### src/assert_macros.svh
// assertion macros shared by the probe rtl
// needs a clock named clk and an active-low reset named arst_n in scope
`ifndef ASSERT_MACROS_SVH
`define ASSERT_MACROS_SVH

// same-cycle implication, checked outside reset
`define VPP_ASSERT_NOW(lbl, ante, cons, msg) \
	lbl: assert property (@(posedge clk) disable iff (!arst_n) (ante) |-> (cons)) \
		else $error(msg);

// next-cycle implication, checked outside reset
`define VPP_ASSERT_NEXT(lbl, ante, cons, msg) \
	lbl: assert property (@(posedge clk) disable iff (!arst_n) (ante) |=> (cons)) \
		else $error(msg);

`endif

### src/vpp_pkg.sv
// shared types and constants for the video pixel probe
// no dependencies; imported by every probe module
package vpp_pkg;

	localparam int POS_W            = 27;
	localparam int CFG_IDX_W        = 3;
	localparam int CFG_DATA_W       = 16;
	localparam int MAX_FRAME_WIDTH  = 8192;
	localparam int MAX_FRAME_HEIGHT = 8192;
	// round-up reciprocal of six in 16 fraction bits, exact for 13-bit columns
	localparam int RECIP_SIX        = 10923;
	localparam int SETTLE_CYCLES    = 4;

	typedef enum logic [3:0] {
		FMT_V210  = 4'd0,
		FMT_2VUY  = 4'd1,
		FMT_R210  = 4'd2,
		FMT_R10L  = 4'd3,
		FMT_R10B  = 4'd4,
		FMT_12BE  = 4'd5,
		FMT_12LE  = 4'd6,
		FMT_BGRA  = 4'd7,
		FMT_ARGB  = 4'd8
	} fmt_t;

	typedef enum logic [1:0] {
		KIND_YCBCR = 2'd0,
		KIND_RGB   = 2'd1,
		KIND_NONE  = 2'd2
	} kind_t;

	typedef enum logic [CFG_IDX_W-1:0] {
		REG_FORMAT  = 3'd0,
		REG_PROBE_X = 3'd1,
		REG_PROBE_Y = 3'd2,
		REG_WIDTH   = 3'd3,
		REG_HEIGHT  = 3'd4,
		REG_PITCH   = 3'd5
	} reg_idx_t;

	// probe geometry derived from the configuration
	typedef struct packed {
		fmt_t             fmt;
		kind_t            kind;
		logic             supported;
		logic [12:0]      x;
		logic [12:0]      y;
		logic [POS_W-1:0] start;
		logic [POS_W:0]   end_pos;
		logic [2:0]       grp_pos;
		logic [1:0]       boff;
	} geo_t;

	// snapshot handed from capture to unpack for one frame end
	typedef struct packed {
		logic [3:0][31:0] window;
		logic             found;
		fmt_t             fmt;
		kind_t            kind;
		logic [12:0]      x;
		logic [12:0]      y;
		logic [2:0]       grp_pos;
		logic [1:0]       boff;
	} probe_t;

endpackage

### src/vpp_geometry.sv
// configuration registers and the staged address computation of the probe
// depends on vpp_pkg
module vpp_geometry import vpp_pkg::*; (
	input  logic                  clk,
	input  logic                  arst_n,
	input  logic                  cfg_valid,
	output logic                  cfg_ready,
	input  logic [CFG_IDX_W-1:0]  cfg_index,
	input  logic [CFG_DATA_W-1:0] cfg_data,
	output geo_t                  geo,
	output logic                  busy
);

	fmt_t             fmt_q;
	logic [13:0]      px_q;
	logic [13:0]      py_q;
	logic [13:0]      fw_q;
	logic [13:0]      fh_q;
	logic [15:0]      pitch_q;
	logic [12:0]      x_q;
	logic [12:0]      y_q;
	logic [POS_W-1:0] line_q;
	logic [10:0]      quot_q;
	logic [POS_W-1:0] start_q;
	logic [2:0]       grp_pos_q;
	logic [POS_W:0]   end_q;
	logic [2:0]       settle_q;
	logic [26:0]      quot_prod;
	logic [14:0]      x_times3;
	logic [14:0]      xterm;
	logic [12:0]      six_quot;
	logic [1:0]       need_m1;

	function automatic logic [12:0] clamp_coord(input logic [13:0] raw,
		input logic [13:0] size, input logic [16:0] max_size);
		logic [16:0] sz;
		sz = {3'b000, size};
		if (sz == 17'd0)
			sz = 17'd1;
		if (sz > max_size)
			sz = max_size;
		if (raw[13])
			return 13'd0;
		else if ({4'b0000, raw[12:0]} >= sz)
			return 13'(sz - 17'd1);
		else
			return raw[12:0];
	endfunction

	assign cfg_ready = 1'b1;

	// register file
	always_ff @(posedge clk or negedge arst_n) begin
		if (!arst_n) begin
			fmt_q   <= FMT_V210;
			px_q    <= 14'd960;
			py_q    <= 14'd540;
			fw_q    <= 14'd1920;
			fh_q    <= 14'd1080;
			pitch_q <= 16'd5120;
		end else if (cfg_valid) begin
			case (cfg_index)
				REG_FORMAT:  fmt_q   <= fmt_t'(cfg_data[3:0]);
				REG_PROBE_X: px_q    <= cfg_data[13:0];
				REG_PROBE_Y: py_q    <= cfg_data[13:0];
				REG_WIDTH:   fw_q    <= cfg_data[13:0];
				REG_HEIGHT:  fh_q    <= cfg_data[13:0];
				REG_PITCH:   pitch_q <= cfg_data;
				default: ;
			endcase
		end
	end

	// settle counter, restarted by reset and by every register write
	always_ff @(posedge clk or negedge arst_n) begin
		if (!arst_n)
			settle_q <= 3'(SETTLE_CYCLES);
		else if (cfg_valid)
			settle_q <= 3'(SETTLE_CYCLES);
		else if (settle_q != 3'd0)
			settle_q <= settle_q - 3'd1;
	end

	assign busy = (settle_q != 3'd0);

	// per-format word offset of the pixel inside its line
	always_comb begin
		quot_prod = {14'd0, x_q} * 27'(RECIP_SIX);
		x_times3  = {1'b0, x_q, 1'b0} + {2'b00, x_q};
		six_quot  = {quot_q, 2'b00} + {1'b0, quot_q, 1'b0};
		case (fmt_q)
			FMT_V210: begin
				xterm   = {2'b00, quot_q, 2'b00};
				need_m1 = 2'd3;
			end
			FMT_2VUY: begin
				xterm   = {3'b000, x_q[12:1]};
				need_m1 = 2'd0;
			end
			FMT_12BE, FMT_12LE: begin
				xterm   = {1'b0, x_times3[14:1]};
				need_m1 = 2'd1;
			end
			default: begin
				xterm   = {2'b00, x_q};
				need_m1 = 2'd0;
			end
		endcase
	end

	// clamp, multiply, add, add: one step per cycle
	always_ff @(posedge clk) begin
		x_q       <= clamp_coord(px_q, fw_q, 17'(MAX_FRAME_WIDTH));
		y_q       <= clamp_coord(py_q, fh_q, 17'(MAX_FRAME_HEIGHT));
		line_q    <= {14'd0, y_q} * {13'd0, pitch_q[15:2]};
		quot_q    <= quot_prod[26:16];
		start_q   <= line_q + {12'd0, xterm};
		grp_pos_q <= 3'(x_q - six_quot);
		end_q     <= {1'b0, start_q} + {26'd0, need_m1};
	end

	// geometry bundle for the capture stage
	always_comb begin
		geo.fmt       = fmt_q;
		geo.supported = (fmt_q <= FMT_ARGB);
		if (fmt_q > FMT_ARGB)
			geo.kind = KIND_NONE;
		else if (fmt_q <= FMT_2VUY)
			geo.kind = KIND_YCBCR;
		else
			geo.kind = KIND_RGB;
		geo.x       = x_q;
		geo.y       = y_q;
		geo.start   = start_q;
		geo.end_pos = end_q;
		geo.grp_pos = grp_pos_q;
		geo.boff    = {x_q[0], 1'b0};
	end

endmodule

### src/vpp_capture.sv
// word counting, window capture and the frame-end snapshot register
// depends on vpp_pkg
module vpp_capture import vpp_pkg::*; (
	input  logic        clk,
	input  logic        arst_n,
	input  logic        in_valid,
	output logic        in_stall,
	input  logic [31:0] frame_word,
	input  logic        first_word,
	input  logic        last_word,
	input  geo_t        geo,
	input  logic        busy,
	output logic        snap_valid,
	input  logic        snap_ready,
	output probe_t      snap
);

	logic [POS_W-1:0] pos_q;
	logic [3:0][31:0] window_q;
	logic             captured_q;
	logic             snap_valid_s1;
	probe_t           snap_s1;
	logic             accept;
	logic [POS_W-1:0] cur;
	logic [POS_W-1:0] rel;
	logic             hit;
	logic [3:0][31:0] window_next;
	logic             captured_next;
	logic             found;

	// hold off while geometry settles or the snapshot cannot move on
	assign in_stall = busy || (snap_valid_s1 && !snap_ready);
	assign accept   = in_valid && !in_stall;

	// position of this word and its place in the window
	always_comb begin
		cur         = first_word ? '0 : pos_q;
		rel         = cur - geo.start;
		hit         = geo.supported && (rel < POS_W'(4));
		window_next = window_q;
		if (hit)
			window_next[rel[1:0]] = frame_word;
		captured_next = (first_word ? 1'b0 : captured_q) || (hit && rel == '0);
		found         = geo.supported && captured_next && ({1'b0, cur} >= geo.end_pos);
	end

	// running frame state
	always_ff @(posedge clk or negedge arst_n) begin
		if (!arst_n) begin
			pos_q      <= '0;
			captured_q <= 1'b0;
		end else if (accept) begin
			pos_q      <= cur + POS_W'(1);
			captured_q <= captured_next;
		end
	end

	// window store, undefined until written
	always_ff @(posedge clk) begin
		if (accept)
			window_q <= window_next;
	end

	// snapshot valid flag
	always_ff @(posedge clk or negedge arst_n) begin
		if (!arst_n)
			snap_valid_s1 <= 1'b0;
		else if (accept && last_word)
			snap_valid_s1 <= 1'b1;
		else if (snap_ready)
			snap_valid_s1 <= 1'b0;
	end

	// snapshot payload at the frame's last word
	always_ff @(posedge clk) begin
		if (accept && last_word) begin
			snap_s1.window  <= window_next;
			snap_s1.found   <= found;
			snap_s1.fmt     <= geo.fmt;
			snap_s1.kind    <= geo.kind;
			snap_s1.x       <= geo.x;
			snap_s1.y       <= geo.y;
			snap_s1.grp_pos <= geo.grp_pos;
			snap_s1.boff    <= geo.boff;
		end
	end

	assign snap_valid = snap_valid_s1;
	assign snap       = snap_s1;

endmodule

### src/vpp_unpack.sv
// component extraction for each packed format and the result register
// depends on vpp_pkg
module vpp_unpack import vpp_pkg::*; (
	input  logic        clk,
	input  logic        arst_n,
	input  logic        snap_valid,
	output logic        snap_ready,
	input  probe_t      snap,
	output logic        out_valid,
	input  logic        out_stall,
	output logic [11:0] component_one,
	output logic [11:0] component_two,
	output logic [11:0] component_three,
	output logic [1:0]  colour_kind,
	output logic [12:0] column_used,
	output logic [12:0] row_used,
	output logic        pixel_found
);

	logic        out_valid_q;
	logic [11:0] c1_q;
	logic [11:0] c2_q;
	logic [11:0] c3_q;
	logic [1:0]  kind_q;
	logic [12:0] col_q;
	logic [12:0] row_q;
	logic        found_q;
	logic [31:0] w0;
	logic [31:0] w1;
	logic [31:0] w2;
	logic [31:0] w3;
	logic [15:0] h1;
	logic [15:0] h2;
	logic [15:0] h3;
	logic [11:0] c1;
	logic [11:0] c2;
	logic [11:0] c3;
	logic        load;

	assign snap_ready = !out_valid_q || !out_stall;
	assign load       = snap_valid && snap_ready;

	// unpack the captured window
	always_comb begin
		w0 = snap.window[0];
		w1 = snap.window[1];
		w2 = snap.window[2];
		w3 = snap.window[3];
		// halfwords start on byte 0 or byte 2 of the window
		if (snap.boff[1]) begin
			h1 = w0[31:16];
			h2 = w1[15:0];
			h3 = w1[31:16];
		end else begin
			h1 = w0[15:0];
			h2 = w0[31:16];
			h3 = w1[15:0];
		end
		c1 = '0;
		c2 = '0;
		c3 = '0;
		if (snap.found) begin
			case (snap.fmt)
				FMT_V210: begin
					case (snap.grp_pos)
						3'd0:    c1 = {2'b00, w0[19:10]};
						3'd1:    c1 = {2'b00, w1[9:0]};
						3'd2:    c1 = {2'b00, w1[29:20]};
						3'd3:    c1 = {2'b00, w2[19:10]};
						3'd4:    c1 = {2'b00, w3[9:0]};
						3'd5:    c1 = {2'b00, w3[29:20]};
						default: c1 = '0;
					endcase
					if (snap.grp_pos < 3'd2) begin
						c2 = {2'b00, w0[9:0]};
						c3 = {2'b00, w0[29:20]};
					end else if (snap.grp_pos < 3'd4) begin
						c2 = {2'b00, w1[19:10]};
						c3 = {2'b00, w2[9:0]};
					end else begin
						c2 = {2'b00, w2[29:20]};
						c3 = {2'b00, w3[19:10]};
					end
				end
				FMT_2VUY: begin
					c1 = snap.x[0] ? {4'h0, w0[31:24]} : {4'h0, w0[15:8]};
					c2 = {4'h0, w0[7:0]};
					c3 = {4'h0, w0[23:16]};
				end
				FMT_R210, FMT_R10B: begin
					c1 = {2'b00, w0[29:20]};
					c2 = {2'b00, w0[19:10]};
					c3 = {2'b00, w0[9:0]};
				end
				FMT_R10L: begin
					c1 = {2'b00, w0[31:22]};
					c2 = {2'b00, w0[21:12]};
					c3 = {2'b00, w0[11:2]};
				end
				FMT_12BE: begin
					c1 = h1[15:4];
					c2 = h2[15:4];
					c3 = h3[15:4];
				end
				FMT_12LE: begin
					c1 = h1[11:0];
					c2 = h2[11:0];
					c3 = h3[11:0];
				end
				FMT_BGRA: begin
					c1 = {4'h0, w0[23:16]};
					c2 = {4'h0, w0[15:8]};
					c3 = {4'h0, w0[7:0]};
				end
				FMT_ARGB: begin
					c1 = {4'h0, w0[15:8]};
					c2 = {4'h0, w0[23:16]};
					c3 = {4'h0, w0[31:24]};
				end
				default: begin
					c1 = '0;
					c2 = '0;
					c3 = '0;
				end
			endcase
		end
	end

	// result valid
	always_ff @(posedge clk or negedge arst_n) begin
		if (!arst_n)
			out_valid_q <= 1'b0;
		else if (snap_ready)
			out_valid_q <= snap_valid;
	end

	// result payload
	always_ff @(posedge clk) begin
		if (load) begin
			c1_q    <= c1;
			c2_q    <= c2;
			c3_q    <= c3;
			kind_q  <= snap.kind;
			col_q   <= snap.x;
			row_q   <= snap.y;
			found_q <= snap.found;
		end
	end

	assign out_valid       = out_valid_q;
	assign component_one   = c1_q;
	assign component_two   = c2_q;
	assign component_three = c3_q;
	assign colour_kind     = kind_q;
	assign column_used     = col_q;
	assign row_used        = row_q;
	assign pixel_found     = found_q;

endmodule

### src/video_pixel_probe.sv
// top level of the video pixel probe: geometry, capture and unpack stages
// depends on vpp_pkg, vpp_geometry, vpp_capture, vpp_unpack, assert_macros.svh
//
// channel  | handshake              | payload
// ---------+------------------------+-----------------------------------------
// cfg      | cfg_valid / cfg_ready  | cfg_index, cfg_data
// in       | in_valid / in_stall    | frame_word, first_word, last_word
// out      | out_valid / out_stall  | component_one..three, colour_kind,
//          |                        | column_used, row_used, pixel_found
//
// one frame word per cycle while in_stall is low; a result is held in the
// frame-end snapshot register, then the result register. after reset and
// every register write in_stall is high while the pixel address is rebuilt
// (clamp, line multiply, add, end add). cfg_ready is always high.
// a held result stalls input only once the frame-end snapshot is also full.
// arst_n clears position, capture flag and valid flags; the window is not
// cleared.
`include "assert_macros.svh"

module video_pixel_probe import vpp_pkg::*; (
	input  logic                  clk,
	input  logic                  arst_n,
	input  logic                  cfg_valid,
	output logic                  cfg_ready,
	input  logic [CFG_IDX_W-1:0]  cfg_index,
	input  logic [CFG_DATA_W-1:0] cfg_data,
	input  logic                  in_valid,
	output logic                  in_stall,
	input  logic [31:0]           frame_word,
	input  logic                  first_word,
	input  logic                  last_word,
	output logic                  out_valid,
	input  logic                  out_stall,
	output logic [11:0]           component_one,
	output logic [11:0]           component_two,
	output logic [11:0]           component_three,
	output logic [1:0]            colour_kind,
	output logic [12:0]           column_used,
	output logic [12:0]           row_used,
	output logic                  pixel_found
);

	geo_t   geo;
	logic   busy;
	logic   snap_valid;
	logic   snap_ready;
	probe_t snap;

	// configuration and pixel address
	vpp_geometry u_geometry (
		.clk       (clk),
		.arst_n    (arst_n),
		.cfg_valid (cfg_valid),
		.cfg_ready (cfg_ready),
		.cfg_index (cfg_index),
		.cfg_data  (cfg_data),
		.geo       (geo),
		.busy      (busy)
	);

	// word counting and window capture
	vpp_capture u_capture (
		.clk        (clk),
		.arst_n     (arst_n),
		.in_valid   (in_valid),
		.in_stall   (in_stall),
		.frame_word (frame_word),
		.first_word (first_word),
		.last_word  (last_word),
		.geo        (geo),
		.busy       (busy),
		.snap_valid (snap_valid),
		.snap_ready (snap_ready),
		.snap       (snap)
	);

	// component unpack and result register
	vpp_unpack u_unpack (
		.clk             (clk),
		.arst_n          (arst_n),
		.snap_valid      (snap_valid),
		.snap_ready      (snap_ready),
		.snap            (snap),
		.out_valid       (out_valid),
		.out_stall       (out_stall),
		.component_one   (component_one),
		.component_two   (component_two),
		.component_three (component_three),
		.colour_kind     (colour_kind),
		.column_used     (column_used),
		.row_used        (row_used),
		.pixel_found     (pixel_found)
	);

	// no transaction while the pixel address is being rebuilt
	`VPP_ASSERT_NOW(a_settle_blocks_input, busy, in_stall, "word accepted during settle")
	// a held snapshot blocks input
	`VPP_ASSERT_NOW(a_snap_backpressure, snap_valid && !snap_ready, in_stall,
		"input open while snapshot is held")
	// a found pixel always comes with a supported format
	`VPP_ASSERT_NOW(a_found_supported, out_valid && pixel_found,
		colour_kind != KIND_NONE, "pixel found for unsupported format")
	// a register write restarts the settle window
	`VPP_ASSERT_NEXT(a_write_settles, cfg_valid && cfg_ready, busy,
		"register write did not restart settle")

endmodule

### config.mk
export PLATFORM = sky130hd
export DESIGN_NAME = video_pixel_probe
export DESIGN_NICKNAME = d
export VERILOG_FILES = /design/src/vpp_pkg.sv /design/src/vpp_geometry.sv /design/src/vpp_capture.sv /design/src/vpp_unpack.sv /design/src/video_pixel_probe.sv
export VERILOG_INCLUDE_DIRS = /design/src /design/src/src
export SDC_FILE = /design/constraint.sdc
export NUM_CORES = 2
export LEC_CHECK = 0
export BUFFER_PORTS_ARGS = -buffer_cell sky130_fd_sc_hd__buf_2
export CAP_MARGIN = 30
export CORE_MARGIN = 2
export CORE_UTILIZATION = 35
export CTS_CLUSTER_DIAMETER = 40
export DETAILED_ROUTE_END_ITERATION = 16
export PLACE_DENSITY_LB_ADDON = 0.3
export RECOVER_POWER = 100
export SLEW_MARGIN = 25
export SYNTH_ARGS = -nofsm -noshare
export SYNTH_HDL_FRONTEND = slang
export SYNTH_SLANG_ARGS = --single-unit
### constraint.sdc
create_clock -name clk -period 11.3 [get_ports clk]
set_input_delay 2.26 -clock clk [delete_from_list [all_inputs] [get_ports clk]]
set_output_delay 2.26 -clock clk [all_outputs]
set_load 0.02 [all_outputs]
## After elaboration in Yosys (flattened, before gate mapping)

Cells that the tools add are included.

- Bits in registers: 585
- Bits in latches: 0
- Memory bits (writable): 0
- Memory bits (read-only): 0
- Bits of input ports: 58
- Word-level logic and storage cells: 151
- Memories: 0

- Add/sub/neg operators: 10
- $mul: 2
- Divide/modulo/power cells: 0
- $lt $le $gt $ge: 13
- Equality and inequality tests: 21
- Shifts and indexed selects: 0
- Mux-type cells: 31
- Bitwise gates (word level): 0
- Reductions and logical operators: 34

Operators with widths:

| operator | count |
|---|---|
| $pmux W12 S8 | 3 |
| $bwmux W128 | 1 |
| $mux W128 | 1 |
| $demux W32 S2 | 1 |
| $pmux W10 S6 | 1 |
| $mux W14 | 4 |
| $mux W16 | 3 |
| $pmux W14 S3 | 1 |
| $mux W32 | 1 |
| $add A27 B2 Y28 | 1 |
| $ge A13 B14 Y1 | 2 |
| $ge A27 B28 Y1 | 1 |
| $gt A14 B14 Y1 const B | 2 |
| $logic_not A14 Y1 | 2 |
| $add A27 B1 Y27 const B | 1 |
| $add A27 B14 Y27 | 1 |
| $logic_not A27 Y1 | 1 |
| $lt A27 B3 Y1 const B | 1 |
| $mul A13 B14 Y27 | 1 |
| $mul A13 B14 Y27 const B | 1 |
| $mux W27 | 1 |
| $sub A27 B27 Y27 | 1 |
| $mux W13 | 2 |
| $sub A13 B1 Y13 const B | 2 |
| other kinds (33) | 75 |

## Depth between registers and ports, before layout

- Depth in word-level cells: 9
- Mapped depth: 22

## Hierarchy

From an unflattened synthesis, not the netlist that was laid out.

- Cells, all modules: 3352
- Area, all modules: 37335.8 µm²

Modules (own cells, without submodules):

| module | instances | cells each | area an instance (µm²) | seq. area each (µm²) |
|---|---|---|---|---|
| vpp_geometry | 1 | 1823 | 17604.4 | 4393.0 |
| vpp_capture | 1 | 1011 | 14632.8 | 9554.2 |
| vpp_unpack | 1 | 518 | 5098.6 | 1976.9 |

## Least setup slack after synthesis

OpenSTA, ideal clock, no wires.

- Path type: input port to flip-flop
- Start: input port out_stall
- End: register u_capture.snap_s1, in the netlist u_capture.snap[100], enable pin
- Setup time: 0.928 ns
- Data arrival time: 7.441 ns
- Data required time: 10.372 ns
- Slack: 2.932 ns
- Cell stages on the path: 5
- Path through: nand3_1 -> nand3_1 -> clkinv_1 -> nand2_1 -> inv_1

- Cells in the longest elaborated chain, start to end: 8

RTL lines:

| item | line | RTL |
|---|---|---|
| from (decl) | video_pixel_probe.sv:33 | `input logic out_stall,` |
| $logic_not A1 Y1 | vpp_unpack.sv:40 | `assign snap_ready = !out_valid_q \|\| !out_stall;` |
| $logic_or A1 B1 Y1 | vpp_unpack.sv:40 |  |
| $logic_not A1 Y1 | vpp_capture.sv:32 | `assign in_stall = busy \|\| (snap_valid_s1 && !snap_ready);` |
| $logic_and A1 B1 Y1 | vpp_capture.sv:32 |  |
| $logic_or A1 B1 Y1 | vpp_capture.sv:32 |  |
| $logic_not A1 Y1 | vpp_capture.sv:33 | `assign accept = in_valid && !in_stall;` |
| $logic_and A1 B1 Y1 | vpp_capture.sv:33 |  |
| net u_capture.accept | vpp_capture.sv:23 | `logic accept;` |
| $logic_and A1 B1 Y1 | vpp_capture.sv:76 | `if (accept && last_word) begin` |
| to (decl) | vpp_capture.sv:22 | `probe_t snap_s1;` |

The timed path passes the listed nets, and every way through them passes these cells.
A chain may end at the register's enable or synchronous reset.

==> impl_metrics.tcl <==
set metrics [dict create \
    status "complete, but fails checks" \
    violations "max-capacitance violations, max-slew violations" \
    drt_iter0_markers 2094 \
    placed_area_um2 38380 \
    cts_hold_buf 0 \
    netlist_area_um2 36220 \
    clockRootBuffer "clkbuf_16" \
    gr-usage-met1_pct 22.73 \
    arrival_ps 8800 \
    grt_pass1_vias 25450 \
    drv_slew 592 \
    hold_class "flip-flop to flip-flop" \
    period_share_pct 74.62 \
    viasPerCell 5.121 \
    fmax_ghz 0.1186 \
    crit_chain "buf_2, clkbuf_1, nor2b_1, ha_1, nor2b_1, o2111ai_1, a31oi_1, a21oi_1, and3b_1, o41ai_1, nor4_1, nand4_1, clkbuf_1, mux2_2" \
    ys_types 80 \
    ant_nets 0 \
    num_io_pins 126 \
    grt_usage_pct 16.99 \
    min_period_ps 8433 \
    hold_viol 0 \
    first_pass_iters 6 \
    vias 24810 \
    avgSynthCellArea_um2 11.06 \
    cp_data_required_time_ps 11670 \
    finalSetupViolations 0 \
    postCtsSetupBuffers 0 \
    path_max_fanout 36 \
    power_leakage_nw 16.94 \
    cts_tree "done" \
    final_common_cell "inv_1" \
    io_buffers 124 \
    seq_area_frac_synth_pct 43.14 \
    gp_congestion 0.8878 \
    cp_top_family "buffers and inverters" \
    die_x_um 325.7 \
    maxCapViolations 14 \
    layout_common_cells "inv_1 (389), edfxtp_1 (349), nand2_1 (294), ha_1 (254), fa_1 (185)" \
    synth_edf_count 349 \
    htree_levels 3 \
    grt_use_met3_pct 3.045 \
    power.density_nw_per_um2 329.6 \
    grt_pass1_wl_um 144000 \
    drc 0 \
    cpMaxStageDelayCell "clkbuf_1" \
    clock_path_buffers 3 \
    power.total_mw 13.52 \
    grt_setup_unrepaired "no" \
    max_stage_delay_ps 1850 \
    setup_tns_ps 0 \
    place_hpwl_um 65500 \
    drive_above_1_share_pct 11.23 \
    post_cts_resized 0 \
    cp-start-kind "primary input" \
    fillers 10120 \
    synth_fp_nets 3773 \
    synth_seq_cells 578 \
    cts_buffers 82 \
    cts_sinks 578 \
    rows 118 \
    post_drt_wl_per_cell_um 18.75 \
    n_antenna_cell 0 \
    clk_latency_ps 640 \
    finalNetCount 3893 \
    die-height_um 325.7 \
    slew_headroom_pct -151.1 \
    peakVddDrop_mv 0.3400 \
    yosysWarnings 0 \
    worst_pin_slew_ps 3767 \
    grt_start_max_net_pins 87 \
    syn_inst 3276 \
    path_buf_inv 3 \
    start_util_pct 35.14 \
    synthFlopType "edfxtp_1" \
    wirelength_um 90860 \
    reg2reg_slack_ps 3790 \
    clkTransAtPathRegs_ps 60 \
    die_area_um2 106100 \
    grt_remaining_overflow 0 \
    antenna_found_initial 3 \
    met2_usage_pct 28.15 \
    syn_to_final_growth_pct 13.25 \
    crit_path_end_kind "flip-flop" \
    finClkSkew_ps 24.85 \
    final_cell_area_um2 41010 \
    async_flop_share_pct 18.51 \
    crit_type "primary input to flip-flop" \
    core_um2 103100 \
    top_usage_layer "met2" \
]
## layout make-up
class,count,area [um^2],area share (%)
clock buffer,100,2172,5.296
clock inverter,53,636.9,1.553
inverter,392,1478,3.603
multi-input combinational,2189,18690,45.56
sequential,578,15620,38.09
tap,1380,1727,4.210
timing repair buffer,153,691.9,1.687
## kinds of logic after synthesis
kind of cell / share of synthesized area, %
AO/OA/AOI/OAI: 9.822
XOR/XNOR: 3.192
flip-flops: 43.14
other: 0.01035
AND/OR/NAND/NOR: 10.55
buffers and inverters: 5.341
multiplexers: 8.944
adder cells (fa/ha/maj): 19.00
## state kept, by name, indices dropped and copies added (netlist names), 14 cells and up
register,cells
u_capture.snap,160
u_capture.window_q,124
u_geometry.end_q,28
u_capture.pos_q,27
u_geometry.line_q,27
u_geometry.start_q,27
u_geometry.fh_q,14
u_geometry.fw_q,14
u_geometry.pitch_q,14
u_geometry.px_q,14
u_geometry.py_q,14
## final timing paths
| path | startpoint | to | depth (start not counted) |
|---|---|---|---|
| setup / recovery | first_word | u_capture.snap[78] | 14 |
| hold / removal | u_geometry.grp_pos_q[1] | u_capture.snap[3] | 0 |
| setup reg to reg | u_geometry.settle_q[0] | u_capture.snap[39] | 9 |
| hold reg to reg | u_geometry.grp_pos_q[1] | u_capture.snap[3] | 0 |
| max in group asynchronous | arst_n | u_geometry.py_q[5] | 2 |
| min in group asynchronous | arst_n | u_geometry.fw_q[3] | 1 |
## metrics by stage
| stage | util, % | worst slack [ps] | hold WS [ps] | cells |
|---|---|---|---|---|
| final | 39.80 | 2867 | 403.4 | 4845 |
| after global routing | 39.80 | 2306 | 409.8 | 4845 |
| after CTS | 39.97 | 4621 | 402.7 | 4843 |
| after detailed placement | 37.25 | 3976 | 388.7 | 4690 |
| after global placement | 37.21 | 4040 | 386.6 | 4686 |
| after floorplan | - | 2932 | 385.5 | 3276 |
## power breakdown
group | internal (mW) | total (mW) | switching [mW]
clock network | 1.57 | 2.58 | 1.01
logic | 3.29 | 7.66 | 4.37
registers | 2.82 | 3.28 | 0.461
## worst reg2reg max path, stage by stage (launching register included)
cell and delay, ps:
dfrtp_1 350, inv_1 100, ha_1 170, nor2b_1 400, nand3_1 800, inv_6 910
nand2_1 230, clkinvlp_2 1000, clkbuf_1 800, clkbuf_1 2260
## synthesized netlist by cell type, drive strengths merged, types with 51 or more instances
cell type    n  share of area, %
nor2b       51              0.88
nor2       145               1.5
dfrtp       88               6.1
mux2       203               6.3
nand2      294               3.0
and2        95               1.6
inv        390               4.0
a21oi      114               1.6
ha         254               8.8
o21ai      113               1.6
fa         185                10
clkbuf      96              0.99
mux2i       93               2.6
edfxtp     349                29
xnor2       90               2.2
dfxtp      122               6.7
## metal layers
layer  wire, um  vias up
met5         27        -
met4       2269        4
met3       4977      161
met2      42360      741
met1      41230    12180
li1           -    11730
Power figures use the tool's default switching activity.
